==> src/hdl/rtpjb_pkg.sv <==
// Package for the RTP reorder jitter buffer: transaction structs, slot entry,
// item kinds, result status codes and the sequencer state type.
// No dependencies.
package rtpjb_pkg;

   localparam logic [1:0] KIND_ARRIVAL = 2'd0;
   localparam logic [1:0] KIND_PULL    = 2'd1;
   localparam logic [1:0] KIND_RESTART = 2'd2;

   localparam logic [3:0] STATUS_STORED   = 4'd0;
   localparam logic [3:0] STATUS_REANCHOR = 4'd1;
   localparam logic [3:0] STATUS_LATE     = 4'd2;
   localparam logic [3:0] STATUS_DUP      = 4'd3;
   localparam logic [3:0] STATUS_INVALID  = 4'd4;
   localparam logic [3:0] STATUS_DELIVER  = 4'd5;
   localparam logic [3:0] STATUS_CONCEAL  = 4'd6;
   localparam logic [3:0] STATUS_NOTHING  = 4'd7;
   localparam logic [3:0] STATUS_CLEARED  = 4'd8;

   typedef struct packed {
      logic [1:0]  kind;
      logic [15:0] seq;
      logic [11:0] payload_len;
      logic [15:0] payload_handle;
   } req_type;

   typedef struct packed {
      logic [3:0]  status;
      logic [15:0] out_seq;
      logic [10:0] out_len;
      logic [15:0] out_handle;
      logic [4:0]  queued;
   } rsp_type;

   typedef struct packed {
      logic [15:0] seq;
      logic [10:0] len;
      logic [15:0] handle;
   } slot_type;

   typedef enum logic [1:0] {
      CTL_IDLE,
      CTL_ADDR,
      CTL_EXEC
   } ctl_state_type;

endpackage

==> src/hdl/rtpjb_seq_mod.sv <==
// Slot index unit: sequence number modulo SLOTS by reciprocal multiply.
// Product registered at load, remainder formed from the registered product.
// Standalone; no package dependency.
module rtpjb_seq_mod #(
   parameter int SLOTS = 16
) (
   input  logic                     clock,
   input  logic                     load,
   input  logic [15:0]              operand,
   output logic [$clog2(SLOTS)-1:0] rem
);

   localparam int IDX_W = $clog2(SLOTS);
   localparam int K     = 16 + IDX_W;
   localparam int MW    = 18;
   localparam int PW    = 16 + MW;
   localparam longint unsigned RECIP = ((64'd1 << K) + SLOTS - 1) / SLOTS;

   logic [PW-1:0] prod_ff;
   logic [15:0]   opnd_ff;
   logic [PW-1:0] q_full;
   logic [15:0]   quot;
   logic [16:0]   r_full;
   logic [16:0]   r_adj;

   always_ff @(posedge clock) begin
      if (load) begin
         prod_ff <= PW'(operand) * PW'(RECIP);
         opnd_ff <= operand;
      end
   end

   always_comb begin
      q_full = prod_ff >> K;
      quot   = q_full[15:0];
      r_full = {1'b0, opnd_ff} - 17'(32'(quot) * SLOTS);
      // correct a quotient that came out one short
      if (r_full >= 17'(SLOTS)) begin
         r_adj = r_full - 17'(SLOTS);
      end else begin
         r_adj = r_full;
      end
      rem = IDX_W'(r_adj);
   end

endmodule

==> src/hdl/rtp_reorder_jitter_buffer_unit.sv <==
// RTP reorder jitter buffer, descriptor level. Top level.
// Depends on rtpjb_pkg and rtpjb_seq_mod.
//
// Usage:
//   Input transactions (arrival, pull, restart) are taken at an edge with start
//   high and busy low. busy then stays high through the ADDR state, which forms the
//   slot index (seq or expected seq modulo SLOTS, reciprocal multiply) and reads
//   the slot memory, and the EXEC state, which evaluates and writes back at its end.
//   The result shows on rsp_data for exactly one cycle with rsp_strobe high,
//   registered from the EXEC state. busy is already low in that cycle, so a new
//   transaction can be taken then, but not while the previous one is in flight.
//   The receiver cannot stall; every result is taken in its strobe cycle.
//   Slot descriptors live in a SLOTS-entry memory; valid bits are flops, so a
//   reanchor or restart clears all slots at once. Accesses never overlap:
//   the write of one transaction ends before the next one reads.
//   csr_data writes the enable bit; csr_ready is always high.
//   Reset (synchronous, active high) clears enable, the anchor, the expected
//   sequence number, the fill count and all valid bits. No clearing pass.
module rtp_reorder_jitter_buffer_unit #(
   parameter int SLOTS       = 16,
   parameter int PAYLOAD_MAX = 1500
) (
   input  logic              clock,
   input  logic              reset,
   input  logic              start,
   output logic              busy,
   input  rtpjb_pkg::req_type req_data,
   output logic              rsp_strobe,
   output rtpjb_pkg::rsp_type rsp_data,
   input  logic              csr_valid,
   output logic              csr_ready,
   input  logic              csr_data
);

   localparam int IDX_W = $clog2(SLOTS);
   localparam int CNT_W = $clog2(SLOTS + 1);

   rtpjb_pkg::ctl_state_type state_ff, state_in;

   logic                 enable_ff;
   logic                 anchored_ff, anchored_in;
   logic [15:0]          expected_ff, expected_in;
   logic [CNT_W-1:0]     count_ff, count_in;
   logic [SLOTS-1:0]     valid_ff, valid_in;
   rtpjb_pkg::req_type   req_ff;
   rtpjb_pkg::slot_type  rd_ff;
   logic [IDX_W-1:0]     idx_ff;
   rtpjb_pkg::rsp_type   rsp_ff, rsp_in;
   logic                 rsp_valid_ff, rsp_valid_in;

   rtpjb_pkg::slot_type  slot_mem [SLOTS];
   rtpjb_pkg::slot_type  wdata;
   logic                 mem_we;

   logic                 accept;
   logic [15:0]          mod_operand;
   logic [IDX_W-1:0]     mod_rem;

   logic [15:0]          exp_eff;
   logic [15:0]          seq_gap;
   logic                 len_bad;
   logic                 hit;
   logic [8:0]           count_ext;

   assign busy      = (state_ff != rtpjb_pkg::CTL_IDLE);
   assign accept    = start && !busy;
   assign csr_ready = 1'b1;
   assign rsp_strobe = rsp_valid_ff;
   assign rsp_data   = rsp_ff;

   // pulls index by the expected seq, everything else by the item's seq
   assign mod_operand = (req_data.kind == rtpjb_pkg::KIND_PULL) ? expected_ff : req_data.seq;

   rtpjb_seq_mod #(
      .SLOTS(SLOTS)
   ) u_seq_mod (
      .clock  (clock),
      .load   (accept),
      .operand(mod_operand),
      .rem    (mod_rem)
   );

   always_ff @(posedge clock) begin
      if (reset) begin
         state_ff     <= rtpjb_pkg::CTL_IDLE;
         enable_ff    <= 1'b0;
         anchored_ff  <= 1'b0;
         expected_ff  <= '0;
         count_ff     <= '0;
         valid_ff     <= '0;
         rsp_valid_ff <= 1'b0;
      end else begin
         state_ff     <= state_in;
         anchored_ff  <= anchored_in;
         expected_ff  <= expected_in;
         count_ff     <= count_in;
         valid_ff     <= valid_in;
         rsp_valid_ff <= rsp_valid_in;
         if (csr_valid && csr_ready) begin
            enable_ff <= csr_data;
         end
      end
   end

   always_ff @(posedge clock) begin
      if (accept) begin
         req_ff <= req_data;
      end
      if (state_ff == rtpjb_pkg::CTL_ADDR) begin
         rd_ff  <= slot_mem[mod_rem];
         idx_ff <= mod_rem;
      end
      rsp_ff <= rsp_in;
   end

   always_ff @(posedge clock) begin
      if (mem_we) begin
         slot_mem[idx_ff] <= wdata;
      end
   end

   always_comb begin
      state_in = state_ff;
      case (state_ff)
         rtpjb_pkg::CTL_IDLE: begin
            if (start) begin
               state_in = rtpjb_pkg::CTL_ADDR;
            end
         end
         rtpjb_pkg::CTL_ADDR: begin
            state_in = rtpjb_pkg::CTL_EXEC;
         end
         rtpjb_pkg::CTL_EXEC: begin
            state_in = rtpjb_pkg::CTL_IDLE;
         end
         default: begin
            state_in = rtpjb_pkg::CTL_IDLE;
         end
      endcase
   end

   always_comb begin
      anchored_in  = anchored_ff;
      expected_in  = expected_ff;
      count_in     = count_ff;
      valid_in     = valid_ff;
      rsp_valid_in = 1'b0;
      mem_we       = 1'b0;
      wdata.seq    = req_ff.seq;
      wdata.len    = req_ff.payload_len[10:0];
      wdata.handle = req_ff.payload_handle;

      exp_eff = anchored_ff ? expected_ff : req_ff.seq;
      seq_gap = req_ff.seq - exp_eff;
      len_bad = (req_ff.payload_len == 12'd0) || (req_ff.payload_len > 12'(PAYLOAD_MAX));
      hit     = 1'b0;

      rsp_in.status     = rtpjb_pkg::STATUS_NOTHING;
      rsp_in.out_seq    = '0;
      rsp_in.out_len    = '0;
      rsp_in.out_handle = '0;

      if (state_ff == rtpjb_pkg::CTL_EXEC) begin
         rsp_valid_in = 1'b1;
         case (req_ff.kind)
            rtpjb_pkg::KIND_ARRIVAL: begin
               if (enable_ff) begin
                  rsp_in.out_seq = req_ff.seq;
                  if (len_bad) begin
                     rsp_in.status = rtpjb_pkg::STATUS_INVALID;
                  end else begin
                     anchored_in = 1'b1;
                     expected_in = exp_eff;
                     if (seq_gap[15]) begin
                        rsp_in.status = rtpjb_pkg::STATUS_LATE;
                     end else if (seq_gap >= 16'(SLOTS)) begin
                        // too far ahead: drop every slot and anchor on this one
                        expected_in      = req_ff.seq;
                        valid_in         = '0;
                        valid_in[idx_ff] = 1'b1;
                        count_in         = CNT_W'(1);
                        mem_we           = 1'b1;
                        rsp_in.status    = rtpjb_pkg::STATUS_REANCHOR;
                     end else if (valid_ff[idx_ff] && (rd_ff.seq == req_ff.seq)) begin
                        rsp_in.status = rtpjb_pkg::STATUS_DUP;
                     end else begin
                        if (!valid_ff[idx_ff]) begin
                           count_in = count_ff + CNT_W'(1);
                        end
                        valid_in[idx_ff] = 1'b1;
                        mem_we           = 1'b1;
                        rsp_in.status    = rtpjb_pkg::STATUS_STORED;
                     end
                  end
               end
            end
            rtpjb_pkg::KIND_PULL: begin
               hit = valid_ff[idx_ff] && (rd_ff.seq == expected_ff);
               if (!anchored_ff) begin
                  rsp_in.status = rtpjb_pkg::STATUS_NOTHING;
               end else if (hit) begin
                  valid_in[idx_ff] = 1'b0;
                  if (count_ff != '0) begin
                     count_in = count_ff - CNT_W'(1);
                  end
                  expected_in       = expected_ff + 16'd1;
                  rsp_in.status     = rtpjb_pkg::STATUS_DELIVER;
                  rsp_in.out_seq    = expected_ff;
                  rsp_in.out_len    = rd_ff.len;
                  rsp_in.out_handle = rd_ff.handle;
               end else if (count_ff != '0) begin
                  // conceal: advance past the gap, keep the queue
                  expected_in    = expected_ff + 16'd1;
                  rsp_in.status  = rtpjb_pkg::STATUS_CONCEAL;
                  rsp_in.out_seq = expected_ff;
               end else begin
                  rsp_in.status = rtpjb_pkg::STATUS_NOTHING;
               end
            end
            rtpjb_pkg::KIND_RESTART: begin
               anchored_in   = 1'b0;
               expected_in   = '0;
               count_in      = '0;
               valid_in      = '0;
               rsp_in.status = rtpjb_pkg::STATUS_CLEARED;
            end
            default: begin
               rsp_in.status = rtpjb_pkg::STATUS_NOTHING;
            end
         endcase
      end

      count_ext     = 9'(count_in);
      rsp_in.queued = count_ext[4:0];
   end

   a_strobe_after_exec: assert property (@(posedge clock) disable iff (reset)
      rsp_valid_ff |-> $past(state_ff == rtpjb_pkg::CTL_EXEC))
      else $error("result strobe without an evaluate cycle");

   a_count_matches_valid: assert property (@(posedge clock) disable iff (reset)
      32'(count_ff) == $countones(valid_ff))
      else $error("fill count differs from number of valid slots");

   a_accept_starts_index: assert property (@(posedge clock) disable iff (reset)
      accept |=> (state_ff == rtpjb_pkg::CTL_ADDR))
      else $error("accepted transaction did not enter index stage");

   a_unanchored_empty: assert property (@(posedge clock) disable iff (reset)
      !anchored_ff |-> (count_ff == '0))
      else $error("slots queued while not anchored");

endmodule
==> config.mk <==
export PLATFORM = sky130hd
export DESIGN_NAME = rtp_reorder_jitter_buffer_unit
export DESIGN_NICKNAME = d
export VERILOG_FILES = /design/src/hdl/rtpjb_pkg.sv /design/src/hdl/rtpjb_seq_mod.sv /design/src/hdl/rtp_reorder_jitter_buffer_unit.sv
export SDC_FILE = /design/constraint.sdc
export NUM_CORES = 1
export LEC_CHECK = 0
export BUFFER_PORTS_ARGS = -buffer_cell sky130_fd_sc_hd__clkbuf_2
export CELL_PAD_IN_SITES_DETAIL_PLACEMENT = 1
export CELL_PAD_IN_SITES_GLOBAL_PLACEMENT = 1
export CORE_UTILIZATION = 55
export DETAILED_ROUTE_END_ITERATION = 10
export GPL_ROUTABILITY_DRIVEN = 0
export PLACE_DENSITY_LB_ADDON = 0.1
export SYNTH_ARGS = -nofsm -noshare
export SYNTH_HDL_FRONTEND = slang
export SYNTH_SLANG_ARGS = --single-unit
==> constraint.sdc <==
create_clock -name clock -period 10.6 [get_ports clock]
set_clock_uncertainty 0.1 [all_clocks]
set_input_delay 0 -clock clock [delete_from_list [all_inputs] [get_ports clock]]
set_output_delay 0 -clock clock [all_outputs]
set_load 0.05 [all_outputs]
==> impl_summary.log, run 1 <==
[metrics] die boundary height: 253 µm
[metrics] highest clock rate: 163 MHz
[metrics] area post-placement: 0.0362 mm²
[metrics] via count of the first global-routing pass: 19349
[metrics] Post-Syn Instances: 1755
[metrics] Synth async-reset ratio: 0%
[metrics] total global routing track utilization: 27.0%
[metrics] Yosys warnings: 0
[metrics] insertion delay of the later-clocked pin in the worst-skew pair: 660 ps
[metrics] main combinational cell family by area after synthesis: multiplexers
[metrics] static leakage: 13.4 nW
[metrics] wire length per cell: 28.8 µm
[metrics] pin count of the biggest net entering global routing: 97
[metrics] startpoint class of the critical path: register
[metrics] status: completed
[metrics] clock root buffer master: clkbuf_16
[metrics] Vias: 17840
[metrics] GR Util met3: 3.37%
[metrics] maximum fanout count along the critical path: 23
[metrics] Max-Slew Margin vs Limit: 26.1%
[metrics] number of filler instances in the final layout: 5213
[metrics] dominant synthesized flop cell: edfxtp_1
[metrics] signed area change from the synthesized netlist to the final layout: 15.8%
[metrics] total congestion overflow: 0
[metrics] GRT Max-Usage Layer: met2
[metrics] Finished Cell Area: 0.0401 mm²
[metrics] multiplexer share of the synthesized area: 15.3%
[metrics] adder-cell share of the synthesized area: 0.889%
[metrics] Reg clk slew, reported paths: 60 ps
[metrics] via count normalized by instance count: 6.16
[metrics] quantity of I/O buffers inserted on ports: 104
[metrics] Bufs on Longest Clock Path: 3
[metrics] sequential area share after synthesis: 73.6%
[metrics] power density over cell area: 185 mW/mm²
[metrics] mean area per synthesized cell: 19.7 µm²
[metrics] Layout Cells excl Fill: 2894
[metrics] area of the die: 0.0639 mm²
[metrics] total negative slack for setup checks: 0 ps
[metrics] clock tree sinks: 879
[metrics] post-layout net count: 2058
[metrics] post-detail-place hpwl: 46.6 mm
[metrics] endpoint kind of the worst setup timing path: register
[metrics] GR met1 Demand/Resource: 36.4%
[metrics] met2 track demand over resource in global routing: 46.3%
[metrics] worst reg-to-reg setup slack: 4480 ps
[metrics] data arrival time of the critical path: 6310 ps
[metrics] hold crit path type: primary input to register
[metrics] residual DRC count: 0
[metrics] antenna violations before repair: 0
[metrics] flip-flop and latch count after synthesis: 879
[metrics] antenna cell count: 0
[metrics] Max Transition Viols Final: 0
[metrics] ratio of final minimum period to clock period: 57.7%
[metrics] fin worst setup slack: 4480 ps
[metrics] number of instances in the placed design: 2638
[metrics] final setup violation count: 0
[metrics] core box area: 0.0619 mm²
[metrics] H-tree depth reported by CTS: 3
[metrics] final WL: 83.3 mm
[metrics] area fraction in compound gates after synthesis: 3.63%
[metrics] pre-CTS setup slack: 4520 ps
[metrics] Starting Density: 55.9%
[metrics] drt first-iter violations: 1470
[metrics] fraction of layout cells with a size suffix above 1: 26.3%
[metrics] number of enable flip-flop cells after synthesis: 785
[metrics] startpoint-to-endpoint class of the critical path: register to register
[metrics] wire length of the first global-routing pass: 125 mm
[metrics] Worst VDD drop: 0.167 mV
[metrics] number of distinct library cell variants in the gate-level netlist after synthesis: 66
[metrics] die span in x: 253 µm
[metrics] RSZ-0062 raised after global routing: no
[metrics] Total Power Consumption: 7.42 mW
[metrics] hold violation count in the final report: 0
[metrics] final core utilization: 64.7%
[metrics] measured slew at the worst slew-check pin: 1110 ps
[metrics] number of buffers created by CTS: 89
[metrics] MaxCap Viol Count: 0
[metrics] count of pins on the block boundary: 106
[metrics] Cell Rows: 91
[metrics] fraction of synthesized cell area in xor and xnor cells: 1.21%
[metrics] Final Critical Period: 6120 ps
[metrics] number of routed nets with antenna violations: 0
[metrics] TritonCTS clock tree: built
[metrics] synthesized netlist net count: 1830
[metrics] worst hold margin: 33.9 ps
[metrics] First-pass DRT Iterations: 5
[metrics] fraction of the mapped netlist area in simple logic gates: 3.98%
[metrics] data required time at the worst endpoint: 10800 ps
[metrics] mapped cell area: 0.0346 mm²
[metrics] PostCTS Resize Cnt: 0
## routing by layer
| metal | part of all wire, % | wire [µm] | vias up |
|---|---|---|---|
| li1 | - | - | 7650 |
| met1 | 41 | 34200 | 9517 |
| met2 | 52 | 43300 | 530 |
| met3 | 4.3 | 3580 | 143 |
| met4 | 2.6 | 2200 | 0 |
| met5 | 0 | 0 | - |
## final cells by class
cell class	count	area [µm²]	area share, %
Inverter	24	90.1	0.225
Timing Repair Buffer	235	1740	4.35
Clock inverter	42	414	1.03
Clock buffer	123	2540	6.33
Sequential cell	879	25500	63.5
Tap cell	837	1050	2.61
Multi-Input combinational cell	754	8800	22.0
## synthesized netlist by cell type (all sizes together) (4+ instances only)
cell / n / area [µm²]
a211oi: 9 / 80.1
a21o: 7 / 52.6
a21oi: 31 / 159
a221o: 16 / 160
a22o: 18 / 158
a31oi: 10 / 62.6
and2: 38 / 238
and3: 10 / 62.6
and3b: 17 / 149
buf: 32 / 163
clkbuf: 66 / 250
dfxtp: 94 / 1880
edfxtp: 785 / 23600
ha: 23 / 288
inv: 24 / 90.1
mux2: 7 / 78.8
mux2i: 27 / 270
mux4: 219 / 4930
nand2: 46 / 175
nand2b: 8 / 50.1
nand3: 19 / 95.1
nand4: 7 / 43.8
nor2: 60 / 225
nor2b: 5 / 31.3
nor3: 15 / 75.1
nor4: 15 / 109
o211a: 7 / 70.1
o211ai: 4 / 30.0
o21ai: 32 / 160
o221ai: 8 / 70.1
o22ai: 9 / 62.6
or2: 4 / 25.0
xnor2: 7 / 61.3
xor2: 41 / 359
## worst max-delay path, stage by stage (launching register included)
cell      delay [ps]
dfxtp_1          510
buf_4            350
o21ai_0          200
ha_1             260
fa_1             410
nand3b_1         220
a211oi_1         380
nor3_1           170
and4b_1          210
a211oi_1         710
nor4_4           130
a211oi_4         460
nand2_1          370
nor2_4           760
buf_4            480
## logic make-up (layout without fill, tap and decap cells)
kind of cell | Yosys count | after routing
mux | 253 | 253
other cells | 1 | 1
buf+inv | 122 | 424
flops | 879 | 879
fa+ha+maj | 24 | 24
simple gates | 255 | 255
compound gates | 173 | 173
xor+xnor | 48 | 48
## placed cells by master (no fill, tap or decap), drive strengths merged, types with 10 or more instances in the layout
master and n:
a21oi 31, a221o 16, a22o 18, a31oi 10
and2 38, and3 10, and3b 17, buf 40
clkbuf 227, clkinv 30, dfxtp 94, dlygate4sd3 91
edfxtp 785, ha 23, inv 28, mux2i 27
mux4 219, nand2 46, nand3 19, nor2 60
nor3 15, nor4 15, o21ai 32, xor2 41
## state kept, by name, indices dropped and copies added (netlist names), 2 cells and up
| name | cells |
|---|---|
| rd_ff | 43 |
| req_ff | 46 |
| u_seq_mod.opnd_ff | 4 |
| expected_ff | 16 |
| state_ff | 2 |
| count_ff | 5 |
| rsp_data | 52 |
| valid_ff | 16 |
| idx_ff | 4 |
| slot_mem | 688 |
## what timing repair did
| item | CTS | global route |
|---|---|---|
| buffers inserted | 0 | 0 |
| hold endpoints to repair | 84 | 0 |
| hold buffers | 91 | 0 |
## path summary, 6_finish.rpt
| check | from | to | depth (start not counted) |
|---|---|---|---|
| setup / recovery | anchored_ff | slot_mem[12][32] | 14 |
| hold / removal | req_data[44] | req_ff[44] | 2 |
| setup reg to reg | anchored_ff | slot_mem[12][32] | 14 |
| hold reg to reg | rd_ff[18] | rsp_data[23] | 1 |
## power breakdown
part           total [mW]  switching (mW)  internal (mW)
combinational       0.422           0.228          0.193
clock                3.13            1.33           1.81
sequential           3.87          0.0567           3.81
total                7.42            1.61           5.81
No activity file was read; power rests on OpenSTA's default activity.
==> inputs of run 2 (changes only) <==
--- a/config.mk
+++ b/config.mk
@@ -8,7 +8,7 @@
 export BUFFER_PORTS_ARGS = -buffer_cell sky130_fd_sc_hd__clkbuf_2
 export CELL_PAD_IN_SITES_DETAIL_PLACEMENT = 1
 export CELL_PAD_IN_SITES_GLOBAL_PLACEMENT = 1
-export CORE_UTILIZATION = 55
+export CORE_UTILIZATION = 54
 export DETAILED_ROUTE_END_ITERATION = 10
 export GPL_ROUTABILITY_DRIVEN = 0
 export PLACE_DENSITY_LB_ADDON = 0.1
==> constraint.sdc (replaced) <==
create_clock -name clock -period 6.4 [get_ports clock]
set_clock_uncertainty 0.1 [all_clocks]
set_input_delay 0 -clock clock [delete_from_list [all_inputs] [get_ports clock]]
set_output_delay 0 -clock clock [all_outputs]
set_load 0.05 [all_outputs]
==> run 2 against run 1 <==
Against the previous run: total power increased by 66%; sequential power up 66%; die area grew 1.8%; sequential cell count unchanged; critical path depth shrank 1; maximum frequency is 15% higher; largest power group unchanged.
==> impl_summary.log, run 2 (synthesis results as in run 1) <==
[metrics] status: completed
[metrics] number of buffers created by CTS: 90
[metrics] via count of the first global-routing pass: 19132
[metrics] pin count of the biggest net entering global routing: 113
[metrics] PostCTS Resize Cnt: 0
[metrics] TritonCTS clock tree: built
[metrics] Starting Density: 54.8%
[metrics] via count normalized by instance count: 6.15
[metrics] startpoint-to-endpoint class of the critical path: register to register
[metrics] final WL: 83.3 mm
[metrics] startpoint class of the critical path: register
[metrics] antenna cell count: 0
[metrics] static leakage: 13.4 nW
[metrics] fraction of layout cells with a size suffix above 1: 26.8%
[metrics] Max-Slew Margin vs Limit: 20.0%
[metrics] Layout Cells excl Fill: 2907
[metrics] total congestion overflow: 0
[metrics] Bufs on Longest Clock Path: 3
[metrics] number of flip-flops under the largest register name: 688
[metrics] total negative slack for setup checks: 0 ps
[metrics] Max Transition Viols Final: 0
[metrics] wire length per cell: 28.7 µm
[metrics] Cell Rows: 92
[metrics] commonest cells after routing, fill and taps aside: edfxtp_1, mux4_2, clkbuf_2
[metrics] post-layout net count: 2063
[metrics] quantity of I/O buffers inserted on ports: 104
[metrics] die span in x: 255 µm
[metrics] Reg clk slew, reported paths: 60 ps
[metrics] area of the die: 0.0651 mm²
[metrics] data arrival time of the critical path: 5500 ps
[metrics] wire length of the first global-routing pass: 124 mm
[metrics] post-detail-place hpwl: 47.5 mm
[metrics] highest clock rate: 187 MHz
[metrics] Final Critical Period: 5340 ps
[metrics] power density over cell area: 307 mW/mm²
[metrics] residual DRC count: 0
[metrics] Vias: 17880
[metrics] hold crit path type: primary input to register
[metrics] Total Power Consumption: 12.4 mW
[metrics] hold violation count in the final report: 0
[metrics] RSZ-0062 raised after global routing: no
[metrics] Worst VDD drop: 0.278 mV
[metrics] measured slew at the worst slew-check pin: 1200 ps
[metrics] insertion delay of the later-clocked pin in the worst-skew pair: 620 ps
[metrics] Finished Cell Area: 0.0403 mm²
[metrics] number of routed nets with antenna violations: 0
[metrics] core box area: 0.0632 mm²
[metrics] count of pins on the block boundary: 106
[metrics] number of instances in the placed design: 2655
[metrics] ratio of final minimum period to clock period: 83.4%
[metrics] leading cell type in the layout, fill and taps excluded: edfxtp_1
[metrics] total global routing track utilization: 26.4%
[metrics] maximum fanout count along the critical path: 24
[metrics] H-tree depth reported by CTS: 3
[metrics] worst hold margin: 31.2 ps
[metrics] die boundary height: 255 µm
[metrics] clock root buffer master: clkbuf_16
[metrics] register with the highest flop count: slot_mem
[metrics] final setup violation count: 0
[metrics] number of post-CTS setup repair buffers: 0
[metrics] drt first-iter violations: 1457
[metrics] signed area change from the synthesized netlist to the final layout: 16.3%
[metrics] MaxCap Viol Count: 0
[metrics] endpoint kind of the worst setup timing path: register
[metrics] data required time at the worst endpoint: 6560 ps
[metrics] antenna violations before repair: 0
[metrics] First-pass DRT Iterations: 5
[metrics] area post-placement: 0.0364 mm²
[metrics] clock tree sinks: 879
run 2: cell types whose count changed in the layout (fill, tap and decap cells not counted), moves of 3 or more:
cell,previous run,this run
clkinv_4,0,3
clkinv_1,13,9
clkinv_2,15,23
bufinv_16,5,8
clkbuf_8,16,6
dlygate4sd3_1,91,87
clkbuf_16,90,95
buf_12,1,11
run 2: path summary, 6_finish.rpt:
check	start	endpoint	slack (ps)	cells past startpoint
max	anchored_ff	slot_mem[9][3]	1060	13
min	req_data[43]	req_ff[43]	30	2
max reg2reg	anchored_ff	slot_mem[9][3]	1060	13
min reg2reg	rd_ff[1]	rsp_data[6]	340	1
run 2: cell type report:
| type | instances | area (µm²) |
|---|---|---|
| multi-input combinational | 754 | 8800 |
| fill | 5288 | 22900 |
| timing repair buffer | 239 | 1890 |
| clock buffer | 119 | 2530 |
| tap | 846 | 1060 |
| sequential | 879 | 25500 |
| inverter | 24 | 90.1 |
| clock inverter | 46 | 439 |
run 2: repair_timing:
item                                    in CTS  in global routing
hold buffers                                87                  0
endpoints found under the setup margin       0                  0
endpoints found under the hold margin       62                  0
run 2: worst max-delay path, cell delays in order, from the launching register on:
cell,delay [ps]
dfxtp_1,630
buf_4,370
mux2i_1,320
ha_1,390
a21oi_1,180
o22ai_1,110
nor3_1,370
mux2i_1,150
a211oi_1,760
nor4_4,140
a211oi_4,470
nand2_1,360
nor2_4,190
buf_4,410
run 2: per-layer routing:
layer  global-route usage, %  share of wire (%)
met5                       0                  0
met2                    44.7                 51
met4                    8.90                2.6
met3                    3.38                5.4
met1                    35.8                 41
run 2: through the flow:
stage	util, %	setup slack [ps]
floorplan	-	138
global placement	57.6	1310
detailed placement	57.6	1090
CTS	63.7	1080
global route	63.7	729
finish	63.7	1060
run 2: power by group:
part | internal (mW) | switching [mW] | leakage [nW] | total [mW]
combinational | 0.320 | 0.371 | 4.12 | 0.691
sequential | 6.31 | 0.0995 | 7.85 | 6.41
clock | 3.10 | 2.15 | 1.47 | 5.25
total | 9.73 | 2.62 | 13.4 | 12.4
